File: src/hw/rtl/bld_pkg.sv
// ----------------------------------------------------------------------------
// bld_pkg
// Shared types and constants for the byte-level text decoder.
// ----------------------------------------------------------------------------
package bld_pkg;

    // most result bytes a single item can cause
    localparam int MAX_RESULTS = 4;

    // result queue between the front and the back
    localparam int QDEPTH = 4;
    localparam int QPTR_W = $clog2(QDEPTH);
    localparam int QCNT_W = $clog2(QDEPTH + 1);

    // width of a result count (0 .. MAX_RESULTS)
    localparam int RCNT_W = $clog2(MAX_RESULTS + 1);
    // width of an index into the result bytes of one entry
    localparam int RIDX_W = $clog2(MAX_RESULTS);

    // all result bytes caused by one item, in output order
    typedef struct packed {
        logic [MAX_RESULTS-1:0][7:0] data;
        logic [RCNT_W-1:0]           count;
    } seq_t;

endpackage

File: src/hw/rtl/bld_front.sv
// ----------------------------------------------------------------------------
// bld_front
// Accepts text bytes, groups them into UTF-8 sequences and works out every
// result byte that an item causes; one queue entry per item with results.
// ----------------------------------------------------------------------------
module bld_front
(
    input  logic           clk,
    input  logic           rst_n,
    input  logic           in_valid,
    output logic           in_ready,
    input  logic [7:0]     text_byte,
    input  logic           end_of_text,
    input  logic           q_full,
    output logic           push,
    output bld_pkg::seq_t  push_entry
);

    // byte-to-unicode map boundaries
    localparam logic [10:0] CP_LO1_MIN  = 11'h0A1;
    localparam logic [10:0] CP_LO1_MAX  = 11'h0AC;
    localparam logic [10:0] CP_LO2_MIN  = 11'h0AE;
    localparam logic [10:0] CP_LO2_MAX  = 11'h0FF;
    localparam logic [10:0] CP_SHIFT_MIN = 11'h100;
    localparam logic [10:0] CP_SHIFT_MAX = 11'h143;
    localparam logic [7:0]  N_CTRL_MAX  = 8'd32;
    localparam logic [7:0]  N_HIGH_MAX  = 8'd66;
    localparam logic [7:0]  N_HIGH_OFS  = 8'h5E;
    localparam logic [7:0]  SOFT_HYPHEN = 8'hAD;

    typedef struct packed {
        logic       hit;
        logic [7:0] value;
    } map_t;

    // sequence length from a lead byte, 0 for an invalid lead
    function automatic logic [2:0] lead_len(input logic [7:0] b);
        logic [2:0] len;
        priority if (b[7] == 1'b0)          len = 3'd1;
        else if (b[7:5] == 3'b110)         len = 3'd2;
        else if (b[7:4] == 4'b1110)        len = 3'd3;
        else if (b[7:3] == 5'b11110)       len = 3'd4;
        else                               len = 3'd0;
        return len;
    endfunction

    // reverse map of a two-byte code point
    function automatic map_t map_pair(input logic [7:0] s0, input logic [7:0] s1);
        logic [10:0] cp;
        logic [7:0]  n;
        map_t        m;
        cp = {s0[4:0], s1[5:0]};
        n  = cp[7:0];
        m  = '0;
        if ((cp >= CP_LO1_MIN && cp <= CP_LO1_MAX) ||
            (cp >= CP_LO2_MIN && cp <= CP_LO2_MAX))
        begin
            m.hit   = 1'b1;
            m.value = cp[7:0];
        end
        else if (cp >= CP_SHIFT_MIN && cp <= CP_SHIFT_MAX)
        begin
            m.hit = 1'b1;
            priority if (n <= N_CTRL_MAX) m.value = n;
            else if (n <= N_HIGH_MAX)     m.value = n + N_HIGH_OFS;
            else                          m.value = SOFT_HYPHEN;
        end
        return m;
    endfunction

    // results of one complete sequence of len bytes
    function automatic bld_pkg::seq_t emit_seq(input logic [3:0][7:0] s,
                                               input logic [2:0] len);
        map_t          m;
        bld_pkg::seq_t r;
        m = map_pair(s[0], s[1]);
        r = '0;
        if (len == 3'd2 && s[1][7:6] == 2'b10 && m.hit)
        begin
            r.data[0] = m.value;
            r.count   = bld_pkg::RCNT_W'(1);
        end
        else
        begin
            r.data  = s;
            r.count = bld_pkg::RCNT_W'(len);
        end
        return r;
    endfunction

    // rescan of the bytes behind a dropped lead at end of text
    function automatic bld_pkg::seq_t tail_scan(input logic [7:0] t1,
                                                input logic [7:0] t2,
                                                input logic [1:0] held);
        logic [2:0]    l1;
        logic [2:0]    l2;
        bld_pkg::seq_t r;
        l1 = lead_len(t1);
        l2 = lead_len(t2);
        r  = '0;
        if (held == 2'd2)
        begin
            if (l1 == 3'd1)
            begin
                r.data[0] = t1;
                r.count   = bld_pkg::RCNT_W'(1);
            end
        end
        else if (held == 2'd3)
        begin
            if (l1 == 3'd2)
            begin
                r = emit_seq({8'h00, 8'h00, t2, t1}, 3'd2);
            end
            else
            begin
                if (l1 == 3'd1)
                begin
                    r.data[0] = t1;
                    r.count   = bld_pkg::RCNT_W'(1);
                end
                if (l2 == 3'd1)
                begin
                    r.data[r.count[bld_pkg::RIDX_W-1:0]] = t2;
                    r.count = r.count + bld_pkg::RCNT_W'(1);
                end
            end
        end
        return r;
    endfunction

    logic [7:0]       pend_reg [3];
    logic [7:0]       pend_next [3];
    logic [2:0]       exp_reg;
    logic [2:0]       exp_next;
    logic [1:0]       cnt_reg;
    logic [1:0]       cnt_next;
    logic [2:0]       len_b;
    logic [2:0]       n1;
    logic [3:0][7:0]  full_s;
    logic             accept;
    bld_pkg::seq_t    entry;

    assign in_ready = !q_full;
    assign accept   = in_valid && in_ready;

    // sequence assembly and result generation
    always_comb
    begin
        len_b = lead_len(text_byte);
        n1    = {1'b0, cnt_reg} + 3'd1;

        // held bytes with the new byte appended
        full_s[0] = (cnt_reg == 2'd0) ? text_byte : pend_reg[0];
        full_s[1] = (cnt_reg > 2'd1)  ? pend_reg[1] : text_byte;
        full_s[2] = (cnt_reg > 2'd2)  ? pend_reg[2] : text_byte;
        full_s[3] = text_byte;

        pend_next = pend_reg;
        exp_next  = exp_reg;
        cnt_next  = cnt_reg;
        entry     = '0;

        if (exp_reg == 3'd0)
        begin
            if (len_b == 3'd1)
            begin
                entry.data[0] = text_byte;
                entry.count   = bld_pkg::RCNT_W'(1);
            end
            else if (len_b != 3'd0)
            begin
                pend_next[0] = text_byte;
                cnt_next     = 2'd1;
                exp_next     = len_b;
            end
        end
        else
        begin
            if (n1 >= exp_reg)
            begin
                entry    = emit_seq(full_s, n1);
                exp_next = 3'd0;
                cnt_next = 2'd0;
            end
            else
            begin
                pend_next[cnt_reg] = text_byte;
                cnt_next           = n1[1:0];
            end
        end

        // unfinished sequence at end of text: drop the lead, rescan the rest
        if (end_of_text && exp_next != 3'd0)
        begin
            entry    = tail_scan(pend_next[1], pend_next[2], cnt_next);
            exp_next = 3'd0;
            cnt_next = 2'd0;
        end
    end

    // sequence state
    always_ff @(posedge clk or negedge rst_n)
    begin
        if (!rst_n)
        begin
            exp_reg <= 3'd0;
            cnt_reg <= 2'd0;
        end
        else if (accept)
        begin
            exp_reg <= exp_next;
            cnt_reg <= cnt_next;
        end
    end

    // held bytes, no reset
    always_ff @(posedge clk)
    begin
        if (accept)
        begin
            pend_reg <= pend_next;
        end
    end

    assign push       = accept && (entry.count != '0);
    assign push_entry = entry;

endmodule

File: src/hw/rtl/bld_queue.sv
// ----------------------------------------------------------------------------
// bld_queue
// Short queue of per-item result entries between the front and the back.
// ----------------------------------------------------------------------------
module bld_queue
(
    input  logic           clk,
    input  logic           rst_n,
    input  logic           push,
    input  bld_pkg::seq_t  push_entry,
    input  logic           pop,
    output bld_pkg::seq_t  head,
    output logic           full,
    output logic           empty
);

    bld_pkg::seq_t                 mem_reg [bld_pkg::QDEPTH];
    logic [bld_pkg::QPTR_W-1:0]    wr_ptr_reg;
    logic [bld_pkg::QPTR_W-1:0]    rd_ptr_reg;
    logic [bld_pkg::QCNT_W-1:0]    fill_reg;
    logic [bld_pkg::QCNT_W-1:0]    fill_next;

    assign full  = (fill_reg == bld_pkg::QCNT_W'(bld_pkg::QDEPTH));
    assign empty = (fill_reg == '0);
    assign head  = mem_reg[rd_ptr_reg];

    // occupancy
    always_comb
    begin
        fill_next = fill_reg;
        unique case ({push, pop})
            2'b10:   fill_next = fill_reg + bld_pkg::QCNT_W'(1);
            2'b01:   fill_next = fill_reg - bld_pkg::QCNT_W'(1);
            default: fill_next = fill_reg;
        endcase
    end

    // pointers
    always_ff @(posedge clk or negedge rst_n)
    begin
        if (!rst_n)
        begin
            wr_ptr_reg <= '0;
            rd_ptr_reg <= '0;
            fill_reg   <= '0;
        end
        else
        begin
            if (push)
            begin
                wr_ptr_reg <= wr_ptr_reg + bld_pkg::QPTR_W'(1);
            end
            if (pop)
            begin
                rd_ptr_reg <= rd_ptr_reg + bld_pkg::QPTR_W'(1);
            end
            fill_reg <= fill_next;
        end
    end

    // entry storage
    always_ff @(posedge clk)
    begin
        if (push)
        begin
            mem_reg[wr_ptr_reg] <= push_entry;
        end
    end

endmodule

File: src/hw/rtl/bld_back.sv
// ----------------------------------------------------------------------------
// bld_back
// Plays out the queued entries one result byte at a time and marks the
// final byte of each item.
// ----------------------------------------------------------------------------
module bld_back
(
    input  logic           clk,
    input  logic           rst_n,
    input  bld_pkg::seq_t  head,
    input  logic           empty,
    output logic           pop,
    output logic           out_valid,
    input  logic           out_ready,
    output logic [7:0]     out_byte,
    output logic           last_of_run
);

    logic [bld_pkg::RIDX_W-1:0] idx_reg;
    logic [bld_pkg::RIDX_W-1:0] idx_next;
    logic                       fire;

    assign out_valid   = !empty;
    assign out_byte    = head.data[idx_reg];
    assign last_of_run = ((bld_pkg::RCNT_W'(idx_reg) + bld_pkg::RCNT_W'(1)) == head.count);
    assign fire        = out_valid && out_ready;
    assign pop         = fire && last_of_run;

    // byte index within the head entry
    always_comb
    begin
        idx_next = idx_reg;
        if (fire)
        begin
            idx_next = last_of_run ? '0 : idx_reg + bld_pkg::RIDX_W'(1);
        end
    end

    always_ff @(posedge clk or negedge rst_n)
    begin
        if (!rst_n)
        begin
            idx_reg <= '0;
        end
        else
        begin
            idx_reg <= idx_next;
        end
    end

endmodule

File: src/hw/rtl/byte_level_unicode_to_byte_decoder.sv
// The results of an accepted item are registered as one queue entry.
// Throughput: one item per cycle while each item causes at most one result
// and out_ready is high; a multi-result item holds the output until it is
// out; the four-entry result queue absorbs such bursts before input stalls.
// Reset: rst_n is asynchronous; it closes any open sequence and empties
// the queue. Held sequence bytes are not cleared.
// ----------------------------------------------------------------------------
// byte_level_unicode_to_byte_decoder
// Turns byte-level BPE token text back into raw bytes: front part groups
// UTF-8 sequences and maps them, back part streams out the result bytes.
// ----------------------------------------------------------------------------
module byte_level_unicode_to_byte_decoder
(
    input  logic       clk,
    input  logic       rst_n,
    input  logic       in_valid,
    output logic       in_ready,
    input  logic [7:0] text_byte,
    input  logic       end_of_text,
    output logic       out_valid,
    input  logic       out_ready,
    output logic [7:0] out_byte,
    output logic       last_of_run
);

    logic           q_full;
    logic           q_empty;
    logic           push;
    logic           pop;
    bld_pkg::seq_t  push_entry;
    bld_pkg::seq_t  head;

    // sequence assembly and mapping
    bld_front u_front
    (
        .clk         (clk),
        .rst_n       (rst_n),
        .in_valid    (in_valid),
        .in_ready    (in_ready),
        .text_byte   (text_byte),
        .end_of_text (end_of_text),
        .q_full      (q_full),
        .push        (push),
        .push_entry  (push_entry)
    );

    // per-item result queue
    bld_queue u_queue
    (
        .clk        (clk),
        .rst_n      (rst_n),
        .push       (push),
        .push_entry (push_entry),
        .pop        (pop),
        .head       (head),
        .full       (q_full),
        .empty      (q_empty)
    );

    // result byte streaming
    bld_back u_back
    (
        .clk         (clk),
        .rst_n       (rst_n),
        .head        (head),
        .empty       (q_empty),
        .pop         (pop),
        .out_valid   (out_valid),
        .out_ready   (out_ready),
        .out_byte    (out_byte),
        .last_of_run (last_of_run)
    );

endmodule

File: config.mk
export PLATFORM = sky130hd
export DESIGN_NAME = byte_level_unicode_to_byte_decoder
export DESIGN_NICKNAME = d
export VERILOG_FILES = /design/src/hw/rtl/bld_pkg.sv /design/src/hw/rtl/bld_front.sv /design/src/hw/rtl/bld_queue.sv /design/src/hw/rtl/bld_back.sv /design/src/hw/rtl/byte_level_unicode_to_byte_decoder.sv
export SDC_FILE = /design/constraint.sdc
export NUM_CORES = 1
export LEC_CHECK = 0
export BUFFER_PORTS_ARGS = -buffer_cell sky130_fd_sc_hd__buf_2
export CAP_MARGIN = 10
export CORE_UTILIZATION = 57
export DETAILED_ROUTE_END_ITERATION = 6
export PLACE_DENSITY = 0.77
export REMOVE_ABC_BUFFERS = 1
export SLEW_MARGIN = 20
export SYNTH_ARGS = -nofsm -noshare
export SYNTH_HDL_FRONTEND = slang
export SYNTH_SLANG_ARGS = --single-unit
File: constraint.sdc
create_clock -name clk -period 5.4 [get_ports clk]
set_input_delay 0.54 -clock clk [delete_from_list [all_inputs] [get_ports clk]]
set_output_delay 0.54 -clock clk [all_outputs]
set_load 0.01 [all_outputs]
==> results of run 1 <==
placed cells by master (no fill, tap or decap), types with 5 or more instances in the layout:
cell type / Yosys / layout
inv_1: 26 / 26
buf_4: 3 / 26
nand2_1: 52 / 52
nor2_1: 45 / 45
nor3b_1: 5 / 5
a21o_1: 8 / 8
nand2b_1: 10 / 10
nand4b_1: 5 / 5
buf_2: 7 / 23
mux2_2: 10 / 10
dfrtp_1: 14 / 11
o211ai_1: 5 / 5
o32ai_1: 5 / 5
edfxtp_1: 164 / 164
xnor2_1: 7 / 7
and2_1: 23 / 23
a31oi_1: 7 / 7
o31ai_1: 7 / 7
nand4_1: 5 / 5
a221oi_1: 7 / 7
mux2i_1: 29 / 28
nand3_1: 17 / 17
nor3_1: 15 / 15
inv_8: 0 / 6
ha_1: 23 / 23
o21ai_0: 32 / 32
a21oi_1: 23 / 23
a211oi_1: 8 / 8
mux4_2: 43 / 43
and3_1: 5 / 5
clkbuf_16: 0 / 17
power groups by stage:
stage / clock, uW / combinational [uW] / sequential (uW)
after detailed placement: 0 / 1800 / 2070
after global placement: 0 / 1760 / 2050
after global routing: 1320 / 1960 / 2070
after CTS: 1270 / 1810 / 2050
after floorplan: 0 / 1220 / 2030
final: 1260 / 1830 / 2050
through the flow:
stage | power (uW) | cells
CTS | 5130 | 1000
global route | 5360 | 1000
global placement | 3810 | 968
detailed placement | 3870 | 968
floorplan | 3250 | 695
finish | 5130 | 1000
cell usage after synthesis (15+ instances only):
| cell type | count |
|---|---|
| clkbuf_1 | 18 |
| and2_1 | 23 |
| nor2_1 | 45 |
| a21oi_1 | 23 |
| ha_1 | 23 |
| mux4_2 | 43 |
| mux2i_1 | 29 |
| o21ai_0 | 32 |
| nand3_1 | 17 |
| inv_1 | 26 |
| edfxtp_1 | 164 |
| nor3_1 | 15 |
| nand2_1 | 52 |
final timing paths:
kind	slack (ns)	end	from
max reg2reg	0.28	u_queue.fill_reg[2]	u_front.cnt_reg[0]
min	0.02	u_back.idx_reg[0]	rst_n
max	0.28	u_queue.fill_reg[2]	u_front.cnt_reg[0]
max in group asynchronous	5.07	u_front.cnt_reg[1]	rst_n
min reg2reg	0.51	u_queue.fill_reg[2]	u_queue.fill_reg[2]
min in group clk	0.49	u_back.idx_reg[1]	out_ready
layer usage:
layer  GRT usage, %  part of all wire (%)
met1           43.2                    41
met3           6.04                   8.4
met4           11.0                   2.8
met2           49.5                    48
met5              0                     0
critical path, cell delays in order, from the launching register on:
cell and delay (ns):
dfrtp_2 0.45, inv_1 0.14, ha_1 0.40, ha_1 0.37
a311oi_4 0.35, nand2_4 0.15, mux2i_2 0.32, ha_1 0.32
a211oi_1 0.08, a221o_1 0.31, a2111oi_2 0.39, a21oi_2 0.07
a21o_1 0.20, o21bai_4 0.14, a31oi_4 0.14, inv_1 0.09
ha_1 0.18, inv_1 0.08, fa_1 0.43, xor2_1 0.15
nor2_1 0.11, xor2_1 0.15
cells by family after synthesis:
family / count (synthesis)
simple gates: 207
flops: 178
compound gates: 156
mux: 86
buf+inv: 68
fa+ha+maj: 24
xor+xnor: 11
layout make-up:
cell class / count / area (um2) / share of cell area [%]
clock buffer: 17 / 425 / 3.95
clock inverter: 15 / 179 / 1.66
timing repair buffer: 53 / 390 / 3.63
inverter: 33 / 126 / 1.17
sequential: 178 / 5280 / 49.0
tap: 220 / 275 / 2.56
multi-input combinational: 484 / 4090 / 38.0
==> impl_metrics.py, run 1 <==
metrics = {
    "timing": {
        "fin_crit_sh_pct": 94.8,
        "slew-limit-headroom_pct": 38.5,
        "setup_slack_ns": 0.281,
        "worstMarginPinSlew_ns": 0.921,
        "rsz0062_at_grt": "no",
        "skew_ns": 0.0138,
        "slew_viol_final": 0,
        "fin_worst_hold_slack_ns": 0.0240,
        "timing.final.crit_period_ns": 5.12,
        "fmax_mhz": 195,
        "setup_viol": 0,
        "hold_viol_final": 0,
        "fin_setup_tns_ns": 0,
    },
    "logic_synthesis": {
        "synth_simple_gate_area_share_pct": 11.0,
        "synth_top_family_by_area": "multiplexers",
        "synth_seq_cells": 178,
        "synthDistinctLibCells": 84,
        "synth_area_per_cell_um2": 13.2,
        "synthFlopType": "edfxtp_1",
        "synth_fa_ha_area_share_pct": 3.19,
        "yosys_warnings": 0,
        "synth_xor_area_share_pct": 0.998,
        "synth_compound_area_share_pct": 12.3,
        "yosysSeqAreaShare_pct": 54.7,
        "postSynthCellCount": 730,
        "synth_area_leader_cell": "edfxtp_1",
        "synth_edf_count": 164,
        "async_flop_share_pct": 7.87,
        "synth_area_mm2": 0.00965,
        "synth_top_area_share_pct": 51.0,
        "muxShareOfSynthArea_pct": 14.8,
        "ys_top_cells_by_area": "edfxtp_1 (51%), mux4_2 (10%), dfrtp_1 (3.6%), mux2i_1 (3.0%), ha_1 (3.0%)",
    },
    "power": {
        "p_clk_share_pct": 24.5,
        "vdd_ir_drop_max_mv": 0.256,
        "powerDensity_mw_per_mm2": 477,
        "power.internal_uw": 3280,
        "seqPwrFrac_pct": 39.9,
        "netSwitchingPower_uw": 1860,
        "p_leak_uw": 0.00375,
        "sw_frac_of_total_pct": 36.2,
        "combPwrFrac_pct": 35.6,
    },
    "drt": {
        "vias_per_cell": 6.84,
        "wl_per_cell_um": 26.2,
        "drc": 0,
        "wl_um": 26200,
        "vias": 6836,
        "drt-initial-drc-count": 960,
        "drtPass1Iterations": 6,
        "antenna_left": 0,
    },
    "final_layout": {
        "design_area_mm2": 0.0108,
        "area_growth_pct": 11.6,
        "n_fill_cell": 1234,
        "nNetsFinal": 804,
        "drive_gt1_share_pct": 23.1,
        "largest_reg_flops": 140,
        "fin_util_pct": 64.9,
        "num_antenna_cells": 0,
    },
    "critical_path": {
        "crit_path_end_kind": "register",
        "crit_type": "register to register",
        "required_ns": 5.75,
        "worstSetupStartpointType": "register",
        "worst-endpoint-arrival_ns": 5.47,
        "rr_worst_depth": 21,
        "path_max_fanout": 9,
    },
    "grt": {
        "gr-total-overflow": 0,
        "grt_pass1_vias": 6792,
        "antenna_found_initial": 0,
        "grt_pass1_wl_um": 40100,
        "grt_use_total_pct": 31.2,
        "grt_max_degree": 36,
    },
    "clock_tree": {
        "clock-sinks": 178,
        "numCtsBuffers": 17,
        "hold_buffers": 0,
        "cts-root-buf": "clkbuf_16",
        "clockBufferDepth": 2,
        "post_cts_buffers": 0,
        "htreeDepth": 4,
        "cts-resized-gates": 0,
        "path_clk_slew_ns": 0.07,
        "clkLatencyLatePin_ns": 0.43,
        "cts_tree": "yes",
    },
    "placed_design": {
        "hpwl_um": 18500,
        "placed_area_mm2": 0.0102,
        "place_ws_ns": 0.210,
        "io_buffer_count": 23,
        "gp_congestion": 1.01,
    },
    "floorplan": {
        "die_area_mm2": 0.0175,
        "fp.dieW_um": 132,
        "die_h_um": 132,
        "coreArea_mm2": 0.0166,
        "io_pins": 24,
        "core.rowCount": 47,
        "initial_core_util_pct": 58.2,
    },
    "min_path": {
        "hold_path.class": "primary input to asynchronous set/reset pin",
    },
    "run_status": {
        "status": "finished clean",
    },
    "flow_run": {
        "maxCapViolCount": 0,
    },
}
Note: power is estimated with default switching activity, not from simulation.
==> run 2, diff against run 1 <==
--- a/config.mk
+++ b/config.mk
@@ -5,6 +5,7 @@
 export SDC_FILE = /design/constraint.sdc
 export NUM_CORES = 1
 export LEC_CHECK = 0
+export ABC_AREA = 1
 export BUFFER_PORTS_ARGS = -buffer_cell sky130_fd_sc_hd__buf_2
 export CAP_MARGIN = 10
 export CORE_UTILIZATION = 57
==> impl_metrics.py, run 2 <==
metrics = {
    "clock_tree": {
        "cts_tree": "yes",
        "path_clk_slew_ns": 0.07,
        "htreeDepth": 4,
        "numCtsBuffers": 17,
        "post_cts_buffers": 0,
        "clkLatencyLatePin_ns": 0.43,
        "clock-sinks": 178,
        "cts-root-buf": "clkbuf_16",
        "cts-resized-gates": 0,
        "clockBufferDepth": 2,
        "hold_buffers": 0,
    },
    "drt": {
        "wl_met2_um": 11800,
        "wl_um": 24900,
        "drtPass1Iterations": 7,
        "vias": 7919,
        "antenna_left": 0,
        "wl_per_cell_um": 19.2,
        "drt-initial-drc-count": 891,
        "vias_per_cell": 6.12,
        "drc": 2,
        "wl_met3_um": 2160,
        "top_layer": "met4",
        "met1_length_um": 10500,
    },
    "critical_path": {
        "worst-endpoint-arrival_ns": 5.13,
        "required_ns": 5.70,
        "endpoint": "u_queue.fill_reg[2]",
        "r2r_slack_ns": 0.58,
        "path_max_fanout": 13,
        "setup.worst_path.start": "u_front.cnt_reg[0]",
        "crit_top_cell": "nand2_1",
        "crit_type": "register to register",
        "crit_path_end_kind": "register",
        "r2r_start": "u_front.cnt_reg[0]",
        "rr_worst_depth": 28,
        "worstReg2RegEnd": "u_queue.fill_reg[2]",
        "cpPeakStageDelay_ns": 0.48,
        "cp_slowest_cell": "dfrtp_1",
        "worstSetupStartpointType": "register",
    },
    "run_status": {
        "violations": "design-rule violations",
        "status": "complete, but fails checks",
    },
    "timing": {
        "hold_viol_final": 0,
        "fmax_mhz": 207,
        "slew_viol_final": 0,
        "fin_setup_tns_ns": 0,
        "timing.final.crit_period_ns": 4.82,
        "setup_viol": 0,
        "fin_crit_sh_pct": 89.3,
        "rsz0062_at_grt": "no",
        "skew_ns": 0.00915,
        "slew-limit-headroom_pct": 35.3,
        "worstMarginPinSlew_ns": 0.963,
        "setup_slack_ns": 0.575,
    },
    "logic_synthesis": {
        "synth_top_family_by_area": "simple AND/OR/NAND/NOR gates",
        "ys_top_cells_by_area": "edfxtp_1 (50%), nand2_1 (6.9%), nor2_1 (5.6%), o21ai_0 (5.4%), dfrtp_1 (3.6%)",
        "postSynthCellCount": 1049,
        "yosysSeqAreaShare_pct": 53.9,
        "synth_compound_area_share_pct": 15.7,
        "synth_simple_gate_area_share_pct": 20.7,
        "synthDistinctLibCells": 51,
        "synth_most_common_cell": "nand2_1",
        "synth_top_area_share_pct": 50.3,
        "synth_area_leader_cell": "edfxtp_1",
        "synth_area_per_cell_um2": 9.33,
        "synth_xor_area_share_pct": 1.07,
        "yosys_warnings": 0,
        "muxShareOfSynthArea_pct": 0,
        "async_flop_share_pct": 7.87,
        "synth_area_mm2": 0.00979,
        "synth_seq_cells": 178,
        "synth_edf_count": 164,
        "synth_fa_ha_area_share_pct": 3.14,
        "synthFlopType": "edfxtp_1",
        "ys_top_cells_by_count": "nand2_1 (180), edfxtp_1 (164), nor2_1 (147)",
    },
    "final_layout": {
        "nNetsFinal": 1100,
        "drive_gt1_share_pct": 12.7,
        "final_cell_mix": "nand2_1 (180), edfxtp_1 (164), nor2_1 (147), o21ai_0 (105), inv_1 (74)",
        "final_common_cell": "nand2_1",
        "largest_reg_flops": 140,
        "num_antenna_cells": 0,
        "fin_util_pct": 63.8,
        "area_growth_pct": 8.83,
    },
    "grt": {
        "grt_use_total_pct": 29.4,
        "antenna_found_initial": 0,
        "grt_pass1_vias": 7530,
        "grt_max_degree": 73,
        "grt_pass1_wl_um": 39600,
        "gr-total-overflow": 0,
    },
    "floorplan": {
        "initial_core_util_pct": 58.6,
        "core.rowCount": 47,
        "coreArea_mm2": 0.0167,
        "io_pins": 24,
        "die_area_mm2": 0.0177,
        "fp.dieW_um": 133,
        "die_h_um": 133,
    },
    "min_path": {
        "hold_path.class": "primary input to asynchronous set/reset pin",
    },
    "placed_design": {
        "gp_congestion": 1.05,
        "place_ws_ns": 0.662,
        "hpwl_um": 16500,
        "io_buffer_count": 23,
    },
    "power": {
        "powerDensity_mw_per_mm2": 558,
        "vdd_ir_drop_max_mv": 0.374,
        "p_leak_uw": 0.00411,
    },
    "flow_run": {
        "maxCapViolCount": 0,
    },
}
-- run 2: worst min path at each step --
stage	start	end	slack, ns	cells past startpoint
CTS	rst_n	u_queue.fill_reg[1]	0.009	1
global placement	rst_n	u_queue.fill_reg[0]	0.46	1
floorplan	rst_n	u_back.idx_reg[0]	0.24	0
global route	rst_n	u_queue.fill_reg[0]	0.02	1
finish	rst_n	u_queue.fill_reg[0]	0.006	1
detailed placement	u_queue.fill_reg[0]	u_queue.fill_reg[0]	0.46	1
-- run 2: cell families after synthesis --
family | count (synthesis)
xor gates and xnor gates | 12
DFF | 178
AOI/OAI and AO/OA | 249
buffers and inverters | 133
adders and majority gates | 24
and+or+nand+nor | 453
-- run 2: final cells by class --
class                      instances  area (um2)
clock inverter                    13         135
tap                              220         275
multi-input combinational        738        3990
inverter                          95         358
fill                            1361        6050
timing repair buffer              33         190
clock buffer                      18         429
sequential                       178        5280
-- run 2: stage by stage --
step                cells  hold slack (ns)  instance area [um2]  power [uW]
detailed placement   1264            0.463                10100        4700
floorplan            1011            0.244                 9600        3880
global route         1295           0.0151                10700        6310
finish               1295          0.00611                10700        5940
CTS                  1295          0.00878                10700        5900
global placement     1264            0.456                10100        4660
-- run 2: report_power, final --
part	internal [uW]	total [uW]	leakage (uW)	switching (uW)
clock network	680	1190	0.000283	509
logic	765	2730	0.00212	1960
registers	1900	2020	0.00170	121
total	3350	5940	0.00411	2590
-- run 2: worst max-delay path: cells and delay by family (launching register included) --
| kind | cells | cell delay [ns] |
|---|---|---|
| AND/OR/NAND/NOR | 18 | 2.30 |
| adder cells (fa/ha/maj) | 4 | 1.26 |
| flip-flops | 1 | 0.48 |
| buffers and inverters | 3 | 0.26 |
| AO/OA/AOI/OAI | 2 | 0.25 |
| XOR/XNOR | 1 | 0.16 |
-- run 2: per-layer routing --
| layer | vias to the layer above | track usage (%) |
|---|---|---|
| li1 | 3705 | - |
| met1 | 3761 | 39.0 |
| met2 | 409 | 47.4 |
| met3 | 44 | 7.36 |
| met4 | 0 | 9.71 |
| met5 | - | 0 |
==> run 3, diff against run 2 <==
--- a/config.mk
+++ b/config.mk
@@ -10,6 +10,7 @@
 export CAP_MARGIN = 10
 export CORE_UTILIZATION = 57
 export DETAILED_ROUTE_END_ITERATION = 6
+export GPL_TIMING_DRIVEN = 0
 export PLACE_DENSITY = 0.77
 export REMOVE_ABC_BUFFERS = 1
 export SLEW_MARGIN = 20
==> impl_metrics.py, run 3 (synthesized netlist as in run 2, its figures left out) <==
metrics = {
    "grt": {
        "busiest_layer": "met2",
        "grt_pass1_vias": 7415,
        "grt_max_degree": 74,
        "grt_pass1_wl_um": 38600,
        "gr-total-overflow": 0,
        "grt_util_met3_pct": 5.10,
        "grtUsageMet1_pct": 39.8,
        "grt_use_total_pct": 28.6,
        "met2_usage_pct": 45.4,
        "antenna_found_initial": 0,
    },
    "timing": {
        "fin_crit_sh_pct": 91.1,
        "fin_setup_tns_ns": 0,
        "slew_viol_final": 0,
        "skew_ns": 0.0119,
        "setup_viol": 0,
        "slew-limit-headroom_pct": 26.8,
        "timing.final.crit_period_ns": 4.92,
        "worstMarginPinSlew_ns": 1.10,
        "hold_viol_final": 0,
        "rsz0062_at_grt": "no",
        "fmax_mhz": 203,
    },
    "clock_tree": {
        "cts_tree": "yes",
        "post_cts_buffers": 0,
        "htreeDepth": 4,
        "path_clk_slew_ns": 0.07,
        "clkLatencyLatePin_ns": 0.44,
        "clockBufferDepth": 2,
        "numCtsBuffers": 17,
        "clock-sinks": 178,
        "cts-root-buf": "clkbuf_16",
    },
    "placed_design": {
        "io_buffer_count": 23,
        "gp_congestion": 0.951,
        "hpwl_um": 16300,
        "placed_area_mm2": 0.0101,
    },
    "final_layout": {
        "regArea_mm2": 0.00528,
        "drive_gt1_share_pct": 12.7,
        "multi_input_area_mm2": 0.00399,
        "num_antenna_cells": 0,
        "area_growth_pct": 9.77,
        "design_area_mm2": 0.0107,
        "nNetsFinal": 1096,
        "final_cell_mix": "nand2_1 (180), edfxtp_1 (164), nor2_1 (147), o21ai_0 (105), inv_1 (74)",
        "n_fill_cell": 1369,
        "final_common_cell": "nand2_1",
        "largest_reg_flops": 140,
    },
    "drt": {
        "drt-initial-drc-count": 893,
        "vias_per_cell": 6.15,
        "drc": 0,
        "drtPass1Iterations": 5,
        "wl_um": 24200,
        "vias": 7940,
        "antenna_left": 0,
        "wl_per_cell_um": 18.7,
    },
    "floorplan": {
        "io_pins": 24,
        "die_area_mm2": 0.0177,
        "die_h_um": 133,
        "initial_core_util_pct": 58.6,
        "core.rowCount": 47,
        "fp.dieW_um": 133,
        "coreArea_mm2": 0.0167,
    },
    "critical_path": {
        "crit_type": "register to register",
        "path_max_fanout": 17,
        "r2r_slack_ns": 0.48,
        "cpPeakStageDelay_ns": 0.52,
        "path_buf_inv": 4,
        "required_ns": 5.72,
        "crit_top_cell": "nand2_1",
        "cp_top_family": "simple AND/OR/NAND/NOR gates",
        "worst-endpoint-arrival_ns": 5.24,
        "worstSetupStartpointType": "register",
        "cp_slowest_cell": "dfrtp_1",
        "crit_path_end_kind": "register",
    },
    "min_path": {
        "hold_path.class": "primary input to register",
    },
    "power": {
        "power.internal_uw": 3340,
        "p_clk_share_pct": 20.7,
        "combPwrFrac_pct": 42.8,
        "vdd_ir_drop_max_mv": 0.309,
        "seqPwrFrac_pct": 36.5,
        "finalPower_uw": 5960,
        "sw_frac_of_total_pct": 44.0,
        "netSwitchingPower_uw": 2630,
        "powerDensity_mw_per_mm2": 555,
        "p_leak_uw": 0.00412,
    },
    "flow_run": {
        "maxCapViolCount": 0,
    },
    "run_status": {
        "status": "finished clean",
    },
}
run 3: cell count changes in the layout (fill, tap and decap cells not counted), sizes merged:
cell and change:
inv +3, buf -5, dlygate4sd3 +1, bufinv -1
clkinvlp +1, clkinv -2
run 3: power by group through the flow:
| stage | Sequential [uW] | Clock (uW) | Combinational [uW] |
|---|---|---|---|
| after global routing | 2210 | 1300 | 2840 |
| final | 2180 | 1230 | 2550 |
| after global placement | 2190 | 0 | 2400 |
| after detailed placement | 2200 | 0 | 2500 |
| after floorplan | 2090 | 0 | 1790 |
| after CTS | 2170 | 1240 | 2520 |
run 3: final cells by class:
type / count / share of cell area [%]
well taps: 220 / 2.56
flip-flops and latches: 178 / 49.1
inverters: 95 / 3.33
clock inverters: 14 / 1.61
repair buffers: 29 / 2.24
multi-input cells: 738 / 37.1
clock buffers: 18 / 3.99
run 3: per-layer routing:
layer	up-vias	share of wire (%)
met3	41	8.7
met5	-	0
met1	3807	43
met2	384	47
met4	0	1.8
li1	3708	-
run 3: worst register-to-register path, delay by kind of cell, from the launching register on:
kind                     cells  cell delay (ns)
adder cells (fa/ha/maj)      5             1.48
AO/OA/AOI/OAI                2             0.24
XOR/XNOR                     1             0.16
flip-flops                   1             0.52
AND/OR/NAND/NOR             19             2.12
buffers and inverters        4             0.31
run 3: path summary, 6_finish.rpt:
kind,start,endpoint,cells past startpoint
max,u_front.cnt_reg[1],u_queue.fill_reg[2],31
min,end_of_text,u_front.exp_reg[1],3
max reg2reg,u_front.cnt_reg[1],u_queue.fill_reg[2],31
min reg2reg,u_queue.fill_reg[0],u_queue.fill_reg[0],1
max in group asynchronous,rst_n,u_queue.rd_ptr_reg[0],2
min in group asynchronous,rst_n,u_queue.fill_reg[0],2
run 3: timing repair:
item,CTS,global route
hold buffers,1,0
gates resized for setup,0,0
hold endpoints to repair,14,0
endpoints found under the setup margin,0,0
run 3: through the flow:
stage / worst slack (ns) / std cells / util [%] / hold WS [ns]
2_1_floorplan: 1.06 / 1011 / - / 0.244
3_3_place_gp: -0.717 / 1254 / 59.8 / 0.457
3_5_place_dp: 0.546 / 1259 / 60.7 / 0.457
4_1_cts: 0.488 / 1292 / 64.3 / 0.406
5_1_grt: 0.143 / 1292 / 64.3 / 0.423
6_report: 0.479 / 1292 / 64.3 / 0.412
